## src/hw/rtl/kcl_pkg.sv

```systemverilog
// ----------------------------------------------------------------------------
// kcl_pkg
// Shared types, key codes, register indexes and lookup tables for the
// keypad code lock and LED bar sequencer.
// ----------------------------------------------------------------------------
package kcl_pkg;

    typedef enum logic [1:0] {
        LOCK_LOCKED    = 2'd0,
        LOCK_UNLOCKING = 2'd1,
        LOCK_UNLOCKED  = 2'd2
    } lock_mode_t;

    // item command codes
    localparam logic CMD_KEY  = 1'b0;
    localparam logic CMD_TICK = 1'b1;

    // key codes
    localparam logic [3:0] KEY_LAST_PATTERN = 4'd7;
    localparam logic [3:0] KEY_A            = 4'd10;
    localparam logic [3:0] KEY_B            = 4'd11;
    localparam logic [3:0] KEY_D            = 4'd13;

    // configuration register indexes
    localparam logic [2:0] CFG_CODE_FIRST  = 3'd0;
    localparam logic [2:0] CFG_CODE_SECOND = 3'd1;
    localparam logic [2:0] CFG_CODE_THIRD  = 3'd2;
    localparam logic [2:0] CFG_CODE_FOURTH = 3'd3;
    localparam logic [2:0] CFG_TIMEOUT     = 3'd4;

    localparam logic [3:0] NO_PATTERN     = 4'd8;
    localparam logic [3:0] PREV_NONE      = 4'd9;
    localparam logic [3:0] PATTERN_ALWAYS = 4'd0;

    // rate held in quarters
    localparam logic [2:0] RATE_QUARTER   = 3'd1;
    localparam logic [2:0] RATE_HALF      = 3'd2;
    localparam logic [2:0] RATE_UNITY     = 3'd4;
    localparam logic [2:0] RATE_ONE_HALF  = 3'd6;

    localparam int         INTERVAL_W     = 22;
    localparam int         INTERVAL_SHIFT = 11;
    localparam int         PROD_W         = INTERVAL_W - INTERVAL_SHIFT;
    localparam logic [INTERVAL_W-1:0] INTERVAL_RESET = 22'd32768;

    localparam logic [7:0] BAR_ALT_HI   = 8'hAA;
    localparam logic [7:0] BAR_ALT_LO   = 8'h55;
    localparam logic [7:0] BAR_ALL      = 8'hFF;
    localparam logic [7:0] BAR_TOP      = 8'h80;
    localparam logic [7:0] BAR_BOTTOM   = 8'h01;
    localparam logic [2:0] BOUNCE_LAST  = 3'd5;

    typedef struct packed {
        logic       step;
        logic       restart;
        logic [3:0] pattern;
    } pat_ctrl_t;

    typedef struct packed {
        logic       is_pattern;
        logic       has_rate;
        logic [2:0] rate;
        logic [7:0] bar;
    } pat_out_t;

    typedef struct packed {
        logic [7:0] red;
        logic [7:0] green;
        logic [7:0] blue;
    } rgb_t;

    function automatic logic [7:0] bounce_value(input logic [2:0] idx);
        logic [7:0] v;
        unique case (idx)
            3'd0:    v = 8'h18;
            3'd1:    v = 8'h24;
            3'd2:    v = 8'h42;
            3'd3:    v = 8'h81;
            3'd4:    v = 8'h42;
            3'd5:    v = 8'h24;
            default: v = 8'h18;
        endcase
        return v;
    endfunction

    function automatic rgb_t pattern_colour(input logic [3:0] pattern);
        rgb_t c;
        unique case (pattern)
            4'd0:    c = '{red: 8'd1,   green: 8'd254, blue: 8'd1};
            4'd1:    c = '{red: 8'd130, green: 8'd1,   blue: 8'd254};
            4'd2:    c = '{red: 8'd254, green: 8'd10,  blue: 8'd130};
            4'd3:    c = '{red: 8'd230, green: 8'd90,  blue: 8'd254};
            4'd4:    c = '{red: 8'd110, green: 8'd75,  blue: 8'd1};
            4'd5:    c = '{red: 8'd50,  green: 8'd4,   blue: 8'd254};
            4'd6:    c = '{red: 8'd254, green: 8'd20,  blue: 8'd35};
            4'd7:    c = '{red: 8'd35,  green: 8'd200, blue: 8'd150};
            default: c = '{red: 8'd1,   green: 8'd1,   blue: 8'd254};
        endcase
        return c;
    endfunction

    function automatic rgb_t lock_colour(input lock_mode_t mode, input logic [3:0] pattern);
        rgb_t c;
        unique case (mode)
            LOCK_LOCKED:    c = '{red: 8'd254, green: 8'd1,  blue: 8'd1};
            LOCK_UNLOCKING: c = '{red: 8'd254, green: 8'd20, blue: 8'd1};
            LOCK_UNLOCKED:  c = pattern_colour(pattern);
            default:        c = '{red: 8'd0,   green: 8'd0,  blue: 8'd0};
        endcase
        return c;
    endfunction

endpackage

```

## src/hw/rtl/kcl_pattern_seq.sv

```systemverilog
// ----------------------------------------------------------------------------
// kcl_pattern_seq
// Holds the sequence state of the seven stepping bar patterns; steps the selected
// pattern on a tick and restarts it on request.
// ----------------------------------------------------------------------------
module kcl_pattern_seq (
    input  logic                clk,
    input  logic                rst_n,
    input  kcl_pkg::pat_ctrl_t  ctrl,
    output kcl_pkg::pat_out_t   status
);

    logic [7:0] toggle_reg, up_reg, down_reg, walk_one_reg, fill_reg;
    logic [2:0] bounce_reg, walk_zero_reg;

    logic [7:0] toggle_next, up_next, down_next, walk_one_next, fill_next;
    logic [2:0] bounce_next, walk_zero_next;
    logic [2:0] bounce_idx;
    logic [7:0] walk_zero_bar;

    // stepped value of each of patterns 1 to 7, in parallel
    always_comb
    begin
        toggle_next    = (toggle_reg == kcl_pkg::BAR_ALT_LO) ? kcl_pkg::BAR_ALT_HI
                                                             : kcl_pkg::BAR_ALT_LO;
        up_next        = (up_reg != kcl_pkg::BAR_ALL) ? up_reg + 8'd1 : 8'd0;
        bounce_idx     = (bounce_reg <= kcl_pkg::BOUNCE_LAST) ? bounce_reg : 3'd0;
        bounce_next    = (bounce_idx == kcl_pkg::BOUNCE_LAST) ? 3'd0 : bounce_idx + 3'd1;
        down_next      = (down_reg == 8'd0) ? kcl_pkg::BAR_ALL : down_reg - 8'd1;
        walk_one_next  = (walk_one_reg == 8'd0 || walk_one_reg == kcl_pkg::BAR_TOP)
                         ? kcl_pkg::BAR_BOTTOM : {walk_one_reg[6:0], 1'b0};
        walk_zero_bar  = ~(kcl_pkg::BAR_TOP >> walk_zero_reg);
        walk_zero_next = walk_zero_reg + 3'd1;
        fill_next      = (fill_reg != kcl_pkg::BAR_ALL) ? {fill_reg[6:0], 1'b1}
                                                        : kcl_pkg::BAR_BOTTOM;
    end

    always_comb
    begin
        status.is_pattern = 1'b1;
        status.has_rate   = 1'b1;
        status.rate       = kcl_pkg::RATE_UNITY;
        status.bar        = 8'd0;
        unique case (ctrl.pattern)
            4'd0:
            begin
                status.has_rate = 1'b0;
                status.bar      = kcl_pkg::BAR_ALT_HI;
            end
            4'd1:
            begin
                status.rate = kcl_pkg::RATE_UNITY;
                status.bar  = toggle_next;
            end
            4'd2:
            begin
                status.rate = kcl_pkg::RATE_HALF;
                status.bar  = up_next;
            end
            4'd3:
            begin
                status.rate = kcl_pkg::RATE_HALF;
                status.bar  = kcl_pkg::bounce_value(bounce_idx);
            end
            4'd4:
            begin
                status.rate = kcl_pkg::RATE_QUARTER;
                status.bar  = down_next;
            end
            4'd5:
            begin
                status.rate = kcl_pkg::RATE_ONE_HALF;
                status.bar  = walk_one_next;
            end
            4'd6:
            begin
                status.rate = kcl_pkg::RATE_HALF;
                status.bar  = walk_zero_bar;
            end
            4'd7:
            begin
                status.rate = kcl_pkg::RATE_UNITY;
                status.bar  = fill_next;
            end
            default:
            begin
                status.is_pattern = 1'b0;
                status.has_rate   = 1'b0;
            end
        endcase
    end

    always_ff @(posedge clk or negedge rst_n)
    begin
        if (!rst_n)
        begin
            toggle_reg    <= 8'd0;
            up_reg        <= 8'd0;
            bounce_reg    <= 3'd0;
            down_reg      <= 8'd0;
            walk_one_reg  <= 8'd0;
            walk_zero_reg <= 3'd0;
            fill_reg      <= 8'd0;
        end
        else if (ctrl.restart)
        begin
            unique case (ctrl.pattern)
                4'd1:    toggle_reg    <= kcl_pkg::BAR_ALT_LO;
                4'd2:    up_reg        <= kcl_pkg::BAR_ALL;
                4'd3:    bounce_reg    <= 3'd0;
                4'd4:    down_reg      <= 8'd0;
                4'd5:    walk_one_reg  <= kcl_pkg::BAR_TOP;
                4'd6:    walk_zero_reg <= 3'd0;
                4'd7:    fill_reg      <= kcl_pkg::BAR_ALL;
                default: ;
            endcase
        end
        else if (ctrl.step)
        begin
            unique case (ctrl.pattern)
                4'd1:    toggle_reg    <= toggle_next;
                4'd2:    up_reg        <= up_next;
                4'd3:    bounce_reg    <= bounce_next;
                4'd4:    down_reg      <= down_next;
                4'd5:    walk_one_reg  <= walk_one_next;
                4'd6:    walk_zero_reg <= walk_zero_next;
                4'd7:    fill_reg      <= fill_next;
                default: ;
            endcase
        end
    end

endmodule

```

## src/hw/rtl/keypad_code_lock_led_sequencer.sv

```systemverilog
// ----------------------------------------------------------------------------
// keypad_code_lock_led_sequencer
// Four-key code lock with unlock timeout, LED bar pattern sequencer and
// RGB colour selection; one result per key press or timer tick.
// ----------------------------------------------------------------------------
// Path: an accepted item waits in the input register, then the state and
//   result registers are updated together and out_valid rises; a stalled result
//   holds the input register. Throughput: one item per cycle unless the result
//   stalls; the whole update is a single pass of logic.
// Reset: locked, no pattern, period 4, rate 1.0, interval 32768, code 5-2-9-3,
//   timeout 5 ticks; both channels empty.
module keypad_code_lock_led_sequencer #(
    parameter int PERIOD_MAX = 255
) (
    input  logic        clk,
    input  logic        rst_n,
    input  logic        in_valid,
    output logic        in_stall,
    input  logic        command,
    input  logic [3:0]  key_code,
    output logic        out_valid,
    input  logic        out_stall,
    output logic [1:0]  lock_state,
    output logic [3:0]  pattern_select,
    output logic [7:0]  led_bar,
    output logic [21:0] interval_count,
    output logic [7:0]  red_duty,
    output logic [7:0]  green_duty,
    output logic [7:0]  blue_duty,
    output logic [2:0]  keys_matched,
    input  logic        cfg_valid,
    output logic        cfg_ready,
    input  logic [2:0]  cfg_index,
    input  logic [3:0]  cfg_data
);

    localparam int PW_RAW = $clog2(PERIOD_MAX + 1);
    localparam int PW     = (PW_RAW > 3) ? PW_RAW : 3;
    localparam logic [PW-1:0] PERIOD_TOP   = PW'(PERIOD_MAX);
    localparam logic [PW-1:0] PERIOD_RESET = PW'(4);
    localparam logic [PW-1:0] PERIOD_ONE   = PW'(1);

    // configuration
    logic [3:0] code_first_reg, code_second_reg, code_third_reg, code_fourth_reg;
    logic [3:0] timeout_reg;

    // input stage
    logic       in_vld_reg, cmd_reg;
    logic [3:0] key_reg;
    logic       advance, is_tick;

    // output stage
    logic         out_vld_reg;
    kcl_pkg::rgb_t duty_reg, duty_next;

    // lock and sequencer state
    kcl_pkg::lock_mode_t mode_reg, mode_next;
    logic [2:0]  matched_reg, matched_next;
    logic        armed_reg, armed_next;
    logic [3:0]  ticks_reg, ticks_next;
    logic [3:0]  pat_reg, pat_next;
    logic [3:0]  prev_reg, prev_next;
    logic [PW-1:0] period_reg, period_next;
    logic [2:0]  rate_reg, rate_next;
    logic [7:0]  bar_reg, bar_next;
    logic [kcl_pkg::INTERVAL_W-1:0] interval_reg, interval_next;

    // key path
    kcl_pkg::lock_mode_t k_mode;
    logic [2:0]  k_matched;
    logic        k_armed, k_restart, k_known;
    logic [3:0]  k_ticks, k_pat, k_want;
    logic [PW-1:0] k_period;

    // tick path
    kcl_pkg::lock_mode_t t_mode;
    logic        t_armed;
    logic [3:0]  t_ticks;
    logic [2:0]  t_rate;
    logic [7:0]  t_bar;
    logic [kcl_pkg::INTERVAL_W-1:0] t_interval;
    logic [kcl_pkg::PROD_W-1:0]     t_product;

    kcl_pkg::pat_ctrl_t pat_ctrl;
    kcl_pkg::pat_out_t  pat_status;

    assign cfg_ready = 1'b1;

    always_ff @(posedge clk or negedge rst_n)
    begin
        if (!rst_n)
        begin
            code_first_reg  <= 4'd5;
            code_second_reg <= 4'd2;
            code_third_reg  <= 4'd9;
            code_fourth_reg <= 4'd3;
            timeout_reg     <= 4'd5;
        end
        else if (cfg_valid && cfg_ready)
        begin
            unique case (cfg_index)
                kcl_pkg::CFG_CODE_FIRST:  code_first_reg  <= cfg_data;
                kcl_pkg::CFG_CODE_SECOND: code_second_reg <= cfg_data;
                kcl_pkg::CFG_CODE_THIRD:  code_third_reg  <= cfg_data;
                kcl_pkg::CFG_CODE_FOURTH: code_fourth_reg <= cfg_data;
                kcl_pkg::CFG_TIMEOUT:     timeout_reg     <= cfg_data;
                default: ;
            endcase
        end
    end

    // advance when the result register is free or being drained
    assign advance  = in_vld_reg && (!out_vld_reg || !out_stall);
    assign in_stall = in_vld_reg && !advance;
    assign is_tick  = (cmd_reg == kcl_pkg::CMD_TICK);

    always_ff @(posedge clk or negedge rst_n)
    begin
        if (!rst_n)
        begin
            in_vld_reg <= 1'b0;
        end
        else if (in_valid && !in_stall)
        begin
            in_vld_reg <= 1'b1;
        end
        else if (advance)
        begin
            in_vld_reg <= 1'b0;
        end
    end

    always_ff @(posedge clk)
    begin
        if (in_valid && !in_stall)
        begin
            cmd_reg <= command;
            key_reg <= key_code;
        end
    end

    // key press: unlocked, then unlocking, then locked stage on the same key
    always_comb
    begin
        k_mode    = mode_reg;
        k_matched = matched_reg;
        k_armed   = armed_reg;
        k_ticks   = ticks_reg;
        k_pat     = pat_reg;
        k_period  = period_reg;
        k_restart = 1'b0;
        k_known   = 1'b1;
        k_want    = code_second_reg;

        if (k_mode == kcl_pkg::LOCK_UNLOCKED)
        begin
            if (key_reg <= kcl_pkg::KEY_LAST_PATTERN)
            begin
                k_pat = key_reg;
            end
            if (key_reg == kcl_pkg::KEY_A)
            begin
                k_period = (k_period > PERIOD_ONE) ? k_period - PERIOD_ONE : PERIOD_ONE;
            end
            if (key_reg == kcl_pkg::KEY_B && k_period < PERIOD_TOP)
            begin
                k_period = k_period + PERIOD_ONE;
            end
            if (key_reg == kcl_pkg::KEY_D)
            begin
                k_mode   = kcl_pkg::LOCK_LOCKED;
                k_pat    = kcl_pkg::NO_PATTERN;
                k_period = PERIOD_RESET;
                k_ticks  = timeout_reg;
                k_armed  = 1'b0;
            end
        end

        if (k_mode == kcl_pkg::LOCK_UNLOCKING)
        begin
            unique case (k_matched)
                3'd1:    k_want = code_second_reg;
                3'd2:    k_want = code_third_reg;
                3'd3:    k_want = code_fourth_reg;
                default: k_known = 1'b0;
            endcase
            if (k_known)
            begin
                if (key_reg == k_want)
                begin
                    k_matched = k_matched + 3'd1;
                    if (k_matched == 3'd4)
                    begin
                        k_mode  = kcl_pkg::LOCK_UNLOCKED;
                        k_armed = 1'b0;
                    end
                end
                else
                begin
                    k_mode    = kcl_pkg::LOCK_LOCKED;
                    k_matched = 3'd0;
                    k_armed   = 1'b0;
                end
            end
        end

        // a wrong key falls through here and may start a fresh entry
        if (k_mode == kcl_pkg::LOCK_LOCKED)
        begin
            if (key_reg == code_first_reg)
            begin
                k_mode    = kcl_pkg::LOCK_UNLOCKING;
                k_matched = 3'd1;
            end
            else
            begin
                k_matched = 3'd0;
                k_pat     = kcl_pkg::NO_PATTERN;
            end
        end

        if (k_mode == kcl_pkg::LOCK_UNLOCKED && k_pat == prev_reg)
        begin
            k_restart = 1'b1;
        end
    end

    assign pat_ctrl.step    = advance && is_tick && (mode_reg == kcl_pkg::LOCK_UNLOCKED);
    assign pat_ctrl.restart = advance && !is_tick && k_restart;
    assign pat_ctrl.pattern = is_tick ? pat_reg : k_pat;

    kcl_pattern_seq u_pattern (
        .clk    (clk),
        .rst_n  (rst_n),
        .ctrl   (pat_ctrl),
        .status (pat_status)
    );

    // tick: run the unlock timeout, then step the pattern
    always_comb
    begin
        t_mode     = mode_reg;
        t_armed    = armed_reg;
        t_ticks    = ticks_reg;
        t_rate     = rate_reg;
        t_bar      = bar_reg;
        t_interval = interval_reg;
        t_product  = '0;

        if (t_mode == kcl_pkg::LOCK_UNLOCKING)
        begin
            if (matched_reg == 3'd1 && !armed_reg)
            begin
                t_interval = kcl_pkg::INTERVAL_RESET;
                t_rate     = kcl_pkg::RATE_UNITY;
                t_armed    = 1'b1;
                t_ticks    = timeout_reg;
            end
            if (t_ticks != 4'd0)
            begin
                t_ticks = t_ticks - 4'd1;
            end
            else
            begin
                t_mode  = kcl_pkg::LOCK_LOCKED;
                t_armed = 1'b0;
            end
        end

        if (t_mode == kcl_pkg::LOCK_UNLOCKED)
        begin
            if (pat_status.is_pattern)
            begin
                t_bar = pat_status.bar;
            end
            if (pat_status.has_rate)
            begin
                t_rate = pat_status.rate;
            end
            t_product  = kcl_pkg::PROD_W'(t_rate) * kcl_pkg::PROD_W'(period_reg);
            t_interval = {t_product, {kcl_pkg::INTERVAL_SHIFT{1'b0}}};
        end
        else
        begin
            t_bar = 8'd0;
        end
    end

    // next state
    always_comb
    begin
        if (is_tick)
        begin
            mode_next     = t_mode;
            matched_next  = matched_reg;
            armed_next    = t_armed;
            ticks_next    = t_ticks;
            pat_next      = pat_reg;
            prev_next     = prev_reg;
            period_next   = period_reg;
            rate_next     = t_rate;
            bar_next      = t_bar;
            interval_next = t_interval;
        end
        else
        begin
            mode_next     = k_mode;
            matched_next  = k_matched;
            armed_next    = k_armed;
            ticks_next    = k_ticks;
            pat_next      = k_pat;
            prev_next     = (k_mode == kcl_pkg::LOCK_UNLOCKED) ? k_pat : prev_reg;
            period_next   = k_period;
            rate_next     = rate_reg;
            bar_next      = bar_reg;
            interval_next = interval_reg;
        end
    end

    // result colour
    always_comb
    begin
        duty_next = kcl_pkg::lock_colour(mode_next, pat_next);
    end

    always_ff @(posedge clk or negedge rst_n)
    begin
        if (!rst_n)
        begin
            mode_reg     <= kcl_pkg::LOCK_LOCKED;
            matched_reg  <= 3'd0;
            armed_reg    <= 1'b0;
            ticks_reg    <= 4'd5;
            pat_reg      <= kcl_pkg::NO_PATTERN;
            prev_reg     <= kcl_pkg::PREV_NONE;
            period_reg   <= PERIOD_RESET;
            rate_reg     <= kcl_pkg::RATE_UNITY;
            bar_reg      <= 8'd0;
            interval_reg <= kcl_pkg::INTERVAL_RESET;
        end
        else if (advance)
        begin
            mode_reg     <= mode_next;
            matched_reg  <= matched_next;
            armed_reg    <= armed_next;
            ticks_reg    <= ticks_next;
            pat_reg      <= pat_next;
            prev_reg     <= prev_next;
            period_reg   <= period_next;
            rate_reg     <= rate_next;
            bar_reg      <= bar_next;
            interval_reg <= interval_next;
        end
    end

    always_ff @(posedge clk or negedge rst_n)
    begin
        if (!rst_n)
        begin
            out_vld_reg <= 1'b0;
        end
        else if (advance)
        begin
            out_vld_reg <= 1'b1;
        end
        else if (!out_stall)
        begin
            out_vld_reg <= 1'b0;
        end
    end

    always_ff @(posedge clk)
    begin
        if (advance)
        begin
            duty_reg <= duty_next;
        end
    end

    assign out_valid      = out_vld_reg;
    assign lock_state     = mode_reg;
    assign pattern_select = pat_reg;
    assign led_bar        = bar_reg;
    assign interval_count = interval_reg;
    assign red_duty       = duty_reg.red;
    assign green_duty     = duty_reg.green;
    assign blue_duty      = duty_reg.blue;
    assign keys_matched   = matched_reg;

    // checks
    a_advance_loads: assert property (@(posedge clk) disable iff (!rst_n)
        advance |=> out_vld_reg)
        else $error("result register not loaded after advance");

    a_unlocking_count: assert property (@(posedge clk) disable iff (!rst_n)
        mode_reg == kcl_pkg::LOCK_UNLOCKING |->
            (matched_reg == 3'd1 || matched_reg == 3'd2 || matched_reg == 3'd3))
        else $error("unlocking with an impossible match count");

    a_unlocked_full: assert property (@(posedge clk) disable iff (!rst_n)
        mode_reg == kcl_pkg::LOCK_UNLOCKED |-> matched_reg == 3'd4)
        else $error("unlocked without the full code matched");

    a_armed_unlocking: assert property (@(posedge clk) disable iff (!rst_n)
        armed_reg |-> mode_reg == kcl_pkg::LOCK_UNLOCKING)
        else $error("timeout armed outside unlocking");

    a_pattern_locked: assert property (@(posedge clk) disable iff (!rst_n)
        mode_reg != kcl_pkg::LOCK_UNLOCKED |-> pat_reg == kcl_pkg::NO_PATTERN)
        else $error("pattern selected while not unlocked");

endmodule

```

## config.mk

```make
export PLATFORM = sky130hd
export DESIGN_NAME = keypad_code_lock_led_sequencer
export DESIGN_NICKNAME = d
export VERILOG_FILES = /design/src/hw/rtl/kcl_pkg.sv /design/src/hw/rtl/kcl_pattern_seq.sv /design/src/hw/rtl/keypad_code_lock_led_sequencer.sv
export SDC_FILE = /design/constraint.sdc
export NUM_CORES = 1
export LEC_CHECK = 0
export BUFFER_PORTS_ARGS = -buffer_cell sky130_fd_sc_hd__buf_2
export CAP_MARGIN = 10
export CORE_MARGIN = 2
export CORE_UTILIZATION = 38
export DETAILED_ROUTE_END_ITERATION = 10
export MAX_ROUTING_LAYER = met4
export PLACE_DENSITY = 0.62
export RECOVER_POWER = 50
export SLEW_MARGIN = 20
export SYNTH_ARGS = -nofsm -noshare
export SYNTH_HDL_FRONTEND = slang
export SYNTH_SLANG_ARGS = --single-unit
export TNS_END_PERCENT = 10
```

## constraint.sdc

```tcl
create_clock -name clk -period 8.77 [get_ports clk]
set_input_delay 0.4385 -clock clk [delete_from_list [all_inputs] [get_ports clk]]
set_output_delay 0.4385 -clock clk [all_outputs]
set_load 0.01 [all_outputs]
```

==> impl_metrics.toml, run 1 <==
[die]
ios = 83
num_rows = 56
die_x_um = 158
core_area_sq_um = 23400
die_h_um = 158
start_util = 0.387
die_area_sq_um = 25100

[finish]
largest_register_ffs = 11
drive_above_1_share = 0.109
antennaDiodeCount = 0
fin_nets = 1088
utilization = 0.434
syn2layout_area_growth_pct = 12.3

[cts]
cts_resized = 0
clockBufferDepth = 2
cts-root-buf = "clkbuf_16"
cts.sinks = 135
insertion_delay_ps = 430
cts_hold_buf = 0
post-cts-setup-buffers = 0
path_clk_slew_ps = 70
cts_tree = "built"
cts_buffers = 17
htree_levels = 4

[place]
hpwl_um = 17500
numPortBuffers = 70
globalplace.congestion = 0.888
post-place-ws_ps = 1670

[pwr]
p_leak_nw = 4.13
power_density_nw_per_um2 = 246
vdd_drop_max_v = 0.000103
power_mw = 2.50

[route]
dr.pass1.iters = 5
antenna_left = 0
avgRoutedWirePerCell_um = 17.8
drc = 0
viasPerCell = 5.72
drt_iter0_drc = 643
routed_wl_um = 24200
vias = 7779

[grt]
overflow = 0
grt_usage = 0.205
grt_pass1_vias = 7257
grt_pass1_wl_um = 39200
antenna_found_initial = 0
grt_start_max_net_pins = 59

[synth]
syn_area_sq_um = 9050
syn-instance-count = 992
synth-edff-count = 26
async_reset_ff_frac = 0.807
ys_ff_latch = 135
syn_avg_cell_area_sq_um = 9.12
synthFlopType = "dfrtp_1"
ys.warnings.count = 0
yosysSeqAreaShare = 0.390
synth.distinct_cells = 84

[timing]
hold_slack_ps = 184
drv_slew = 112
skew_ps = 12.7
fin_crit_ps = 7230
hold_violations = 0
fin_tns_setup_ps = 0
worstMarginPinSlew_ps = 3280
max_freq_ghz = 0.138
timing.slew.headroom = -1.19
rsz0062_at_grt = "false"
setup_viol = 0
fin_crit_sh = 0.824
worst_slack_ps = 1540

[critical_path]
worst_path_max_delay_cell = "o311ai_1"
cp_slowest_stage_delay_ps = 930
critPathLaunch = "lock_state[0]$_DFFE_PN0P_"
crit_path_end_kind = "flop"
worst_path_dominant_cell_family = "compound AO/OA/AOI/OAI gates"
crit_arrival_ps = 7550
rr_startpoint = "lock_state[0]$_DFFE_PN0P_"
crit_required_ps = 9090
crit_fanout = 19
crit_type = "flop to flop"
cp-start-kind = "flop"
crit_buf_inv = 4

[hold_path]
hp-class = "input port to flop"
hp-start = "key_code[3]"

[flow_run]
cap_violations = 2

[status]
status = "finished, violations left"
violations = "capacitance limit, slew limit"
==> layout by cell type, fill, tap and decap left out, drive strengths merged, types with 10 or more instances in the layout <==
cell / instances
clkbuf: 74
nor4: 12
nand2: 105
o21ai: 71
nand3: 29
a22oi: 11
inv: 59
dfrtp: 92
a31oi: 10
edfxtp: 26
and2: 10
nor2: 52
conb: 12
ha: 37
mux2i: 22
buf: 25
o31ai: 13
a21oi: 64
a21o: 16
or3: 11
xnor2: 28
nand4: 19
mux2: 19
dfstp: 17
nor3: 14
==> cell type report <==
class | instances | area [sq um]
Inverter | 58 | 218
Sequential cell | 135 | 3530
Tap cell | 319 | 399
Multi-Input combinational cell | 736 | 5020
Clock buffer | 20 | 483
Fill cell | 2351 | 13200
Timing Repair Buffer | 79 | 348
Clock inverter | 12 | 163
==> worst reg2reg max path: cells and delay by family (launching register included) <==
| kind | cells | cell delay, ps |
|---|---|---|
| flip-flops | 1 | 450 |
| buffers and inverters | 4 | 510 |
| AO/OA/AOI/OAI | 11 | 3400 |
| AND/OR/NAND/NOR | 5 | 580 |
| adder cells (fa/ha/maj) | 5 | 2210 |
==> synthesized netlist by cell type (7+ instances only) <==
cell type | instances | area (sq um)
o31ai_1 | 12 | 90.1
nand2b_1 | 7 | 43.8
and2_1 | 10 | 62.6
nand2_1 | 104 | 390
edfxtp_1 | 26 | 781
a22o_1 | 8 | 70.1
a21oi_1 | 62 | 310
nor4_1 | 7 | 43.8
a22oi_1 | 11 | 82.6
and3_1 | 9 | 56.3
a211oi_1 | 7 | 52.6
a21o_1 | 16 | 120
ha_1 | 37 | 463
nor3_1 | 14 | 70.1
o2bb2ai_1 | 8 | 70.1
mux2i_1 | 22 | 220
nor2b_1 | 7 | 43.8
or3_1 | 11 | 68.8
fa_1 | 7 | 140
nand3_1 | 29 | 145
dfrtp_1 | 92 | 2300
nor2_1 | 52 | 195
o21a_1 | 7 | 52.6
inv_1 | 56 | 210
buf_4 | 16 | 120
o21ai_0 | 66 | 330
xnor2_1 | 28 | 245
mux2_2 | 19 | 214
a31oi_1 | 10 | 62.6
nand4_1 | 19 | 119
clkbuf_1 | 48 | 180
buf_2 | 7 | 35.0
dfstp_2 | 17 | 447
==> worst paths after layout <==
check                      depth (start not counted)  slack (ps)                           endpoint
min in group asynchronous                          1         970  u_pattern.down_reg[0]$_DFFE_PN0P_
hold / removal                                     1         180               key_reg[3]$_DFFE_PP_
setup / recovery                                  25        1540     interval_count[21]$_DFFE_PN0P_
hold reg to reg                                    2         480     interval_count[12]$_DFFE_PN0P_
max in group asynchronous                          2        3570            prev_reg[1]$_DFFE_PN0P_
setup reg to reg                                  25        1540     interval_count[21]$_DFFE_PN0P_
==> cells by family (layout without fill, tap and decap cells) <==
family | Yosys count | in the layout | share of synthesized area
simple gates | 306 | 306 | 0.172
compound gates | 299 | 299 | 0.228
mux | 41 | 41 | 0.0480
xor+xnor | 34 | 34 | 0.0329
buf+inv | 131 | 169 | 0.0619
other cells | 2 | 12 | 0.000830
flops | 135 | 135 | 0.390
fa+ha+maj | 44 | 44 | 0.0666
==> routing by layer <==
layer  GRT usage  share of wire  vias up
li1            -              -     3698
met1       0.286           0.48     3781
met2       0.308           0.45      258
met3      0.0283          0.051       42
met4      0.0682          0.022        0
met5           -              0        -
==> report_power, final <==
group | switching, mW | total (mW) | internal [mW]
clock network | 0.299 | 0.787 | 0.489
registers | 0.0980 | 0.863 | 0.765
logic | 0.548 | 0.852 | 0.304
==> through the flow <==
| step | cell area, sq um | instances |
|---|---|---|
| detailed placement | 9580 | 1327 |
| CTS | 10200 | 1359 |
| floorplan | 9090 | 1002 |
| global route | 10200 | 1359 |
| global placement | 9580 | 1327 |
| finish | 10200 | 1359 |
Power figures use the tool's default switching activity.
==> run 2, diff against run 1 <==
--- a/config.mk
+++ b/config.mk
@@ -11,7 +11,7 @@
 export CORE_UTILIZATION = 38
 export DETAILED_ROUTE_END_ITERATION = 10
 export MAX_ROUTING_LAYER = met4
-export PLACE_DENSITY = 0.62
+export PLACE_DENSITY = 0.64
 export RECOVER_POWER = 50
 export SLEW_MARGIN = 20
 export SYNTH_ARGS = -nofsm -noshare
==> constraint.sdc (replaced) <==
create_clock -name clk -period 6.5 [get_ports clk]
set_input_delay 0.325 -clock clk [delete_from_list [all_inputs] [get_ports clk]]
set_output_delay 0.325 -clock clk [all_outputs]
set_load 0.01 [all_outputs]
==> run 2 against run 1 <==
Compared with the run above:
- the flow still finishes with violations (capacitance limit, slew limit)
- global-route usage down 0.25 points
- clock-buffer cell count unchanged
- final area up 1.7%
- largest cell class unchanged
==> impl_metrics.toml, run 2 (synthesis results as in run 1) <==
[status]
status = "finished, violations left"
violations = "capacitance limit, slew limit"

[grt]
grt_usage = 0.203
grt_start_max_net_pins = 57
antenna_found_initial = 0
grt_pass1_vias = 7185
overflow = 0
grt_pass1_wl_um = 38700

[finish]
syn2layout_area_growth_pct = 14.2
drive_above_1_share = 0.131
antennaDiodeCount = 0
fin_nets = 1107
layoutNonFillerInstCount = 1378
utilization = 0.441
largest_register_ffs = 11
final_common_cell = "nand2_1"
final_cell_mix = "104 x nand2_1, 91 x dfrtp_1, 65 x o21ai_0"

[die]
num_rows = 56
die_h_um = 158
die_area_sq_um = 25100
core_area_sq_um = 23400
ios = 83
die_x_um = 158
start_util = 0.387

[critical_path]
crit_arrival_ps = 6420
crit_type = "flop to flop"
cp-start-kind = "flop"
crit_path_end_kind = "flop"
crit_fanout = 11
crit_required_ps = 6820

[pwr]
power_frac_comb = 0.350
p_int_mw = 2.12
p_leak_nw = 4.21
switching_share = 0.376
p_clk_frac = 0.307
seq_power_share = 0.343
power_density_nw_per_um2 = 329
vdd_drop_max_v = 0.000166
switching_power_mw = 1.28

[route]
routed_wl_um = 24000
avgRoutedWirePerCell_um = 17.4
viasPerCell = 5.65
antenna_left = 0
dr.pass1.iters = 10
drc = 0
vias = 7786
drt_iter0_drc = 675

[place]
place_inst = 1344
globalplace.congestion = 0.910
hpwl_um = 17400
numPortBuffers = 70

[cts]
clockBufferDepth = 2
cts_tree = "built"
insertion_delay_ps = 430
cts_buffers = 17
htree_levels = 4
path_clk_slew_ps = 60
cts.sinks = 135
cts-root-buf = "clkbuf_16"

[flow_run]
cap_violations = 1

[timing]
setup_viol = 0
fin_crit_ps = 6110
skew_ps = 12.0
worstMarginPinSlew_ps = 2920
max_freq_ghz = 0.164
timing.slew.headroom = -0.947
hold_violations = 0
fin_crit_sh = 0.940
drv_slew = 55

[hold_path]
hp-class = "input port to flop"
[run 2: cell count changes in the layout (fill, tap and decap cells not counted), moves of 2 or more]
cell and delta:
buf_4 +18, buf_2 -3, a21oi_2 +3, o311ai_1 -3
mux2_2 +3, o311ai_2 +3, clkbuf_1 +2, mux2_1 -3
a21oi_1 -3
[run 2: critical path, stage by stage, from the launching register on]
cell,delay [ps]
dfrtp_1,430
ha_1,240
ha_2,260
o311ai_2,320
xor2_1,260
nor4_2,90
buf_4,170
a21oi_1,210
o21ai_1,120
buf_4,200
ha_1,290
inv_1,180
nor2_1,90
o311ai_1,390
buf_4,220
nand3_1,110
fa_1,570
inv_1,40
ha_1,220
fa_1,410
a21o_1,170
a21oi_1,210
o21bai_1,90
a21oi_1,250
nor2b_1,80
o21a_1,160
o21ai_0,140
nand2_1,60
[run 2: power groups by stage]
stage / registers [mW] / logic (mW) / clock network [mW]
after global routing: 1.19 / 1.32 / 1.10
after floorplan: 1.15 / 0.844 / 0
after global placement: 1.17 / 1.17 / 0
after CTS: 1.16 / 1.19 / 1.06
final: 1.17 / 1.19 / 1.04
after detailed placement: 1.17 / 1.18 / 0
[run 2: path summary, 6_finish.rpt]
check / end / slack, ps / from / depth (start not counted)
max in group asynchronous: lock_state[1]$_DFFE_PN0P_ / 2480 / rst_n / 3
min: key_reg[1]$_DFFE_PP_ / 70 / key_code[1] / 1
max: interval_count[21]$_DFFE_PN0P_ / 390 / keys_matched[0]$_DFFE_PN0P_ / 27
min in group asynchronous: led_bar[1]$_DFFE_PN0P_ / 1390 / rst_n / 2
max reg2reg: interval_count[21]$_DFFE_PN0P_ / 390 / keys_matched[0]$_DFFE_PN0P_ / 27
min reg2reg: interval_count[12]$_DFFE_PN0P_ / 480 / interval_count[12]$_DFFE_PN0P_ / 2
[run 2: layout make-up]
cell class / count / area (sq um)
clock inverters: 12 / 164
inverters: 58 / 218
well taps: 319 / 399
repair buffers: 98 / 490
multi-input cells: 736 / 5060
clock buffers: 20 / 472
fillers: 2331 / 13100
flip-flops and latches: 135 / 3530
[run 2: per-stage QoR]
stage                     total power, mW  TNS (ps)  hold WS [ps]  setup WS, ps  cell area [sq um]
after floorplan                      1.99         0          29.4           144               9090
after global placement               2.34         0           414           467               9710
after detailed placement             2.35         0           412           246               9710
after CTS                            3.41         0          57.9           225              10400
after global routing                 3.61     -12.4          60.0         -12.4              10300
final                                3.40         0          67.6           393              10300
[run 2: layer usage]
layer / up-vias / wire (um) / GRT usage
li1: 3733 / - / -
met1: 3733 / 11300 / 0.284
met2: 287 / 10600 / 0.293
met3: 33 / 1600 / 0.0397
met4: 0 / 484 / 0.0699
met5: - / 0 / -
[run 2: timing repair]
item | CTS | global route
endpoints found under the setup margin | 0 | 3
hold buffers | 1 | 0
buffers inserted | 0 | 1
gates resized for setup | 0 | 9
hold endpoints to repair | 45 | 0
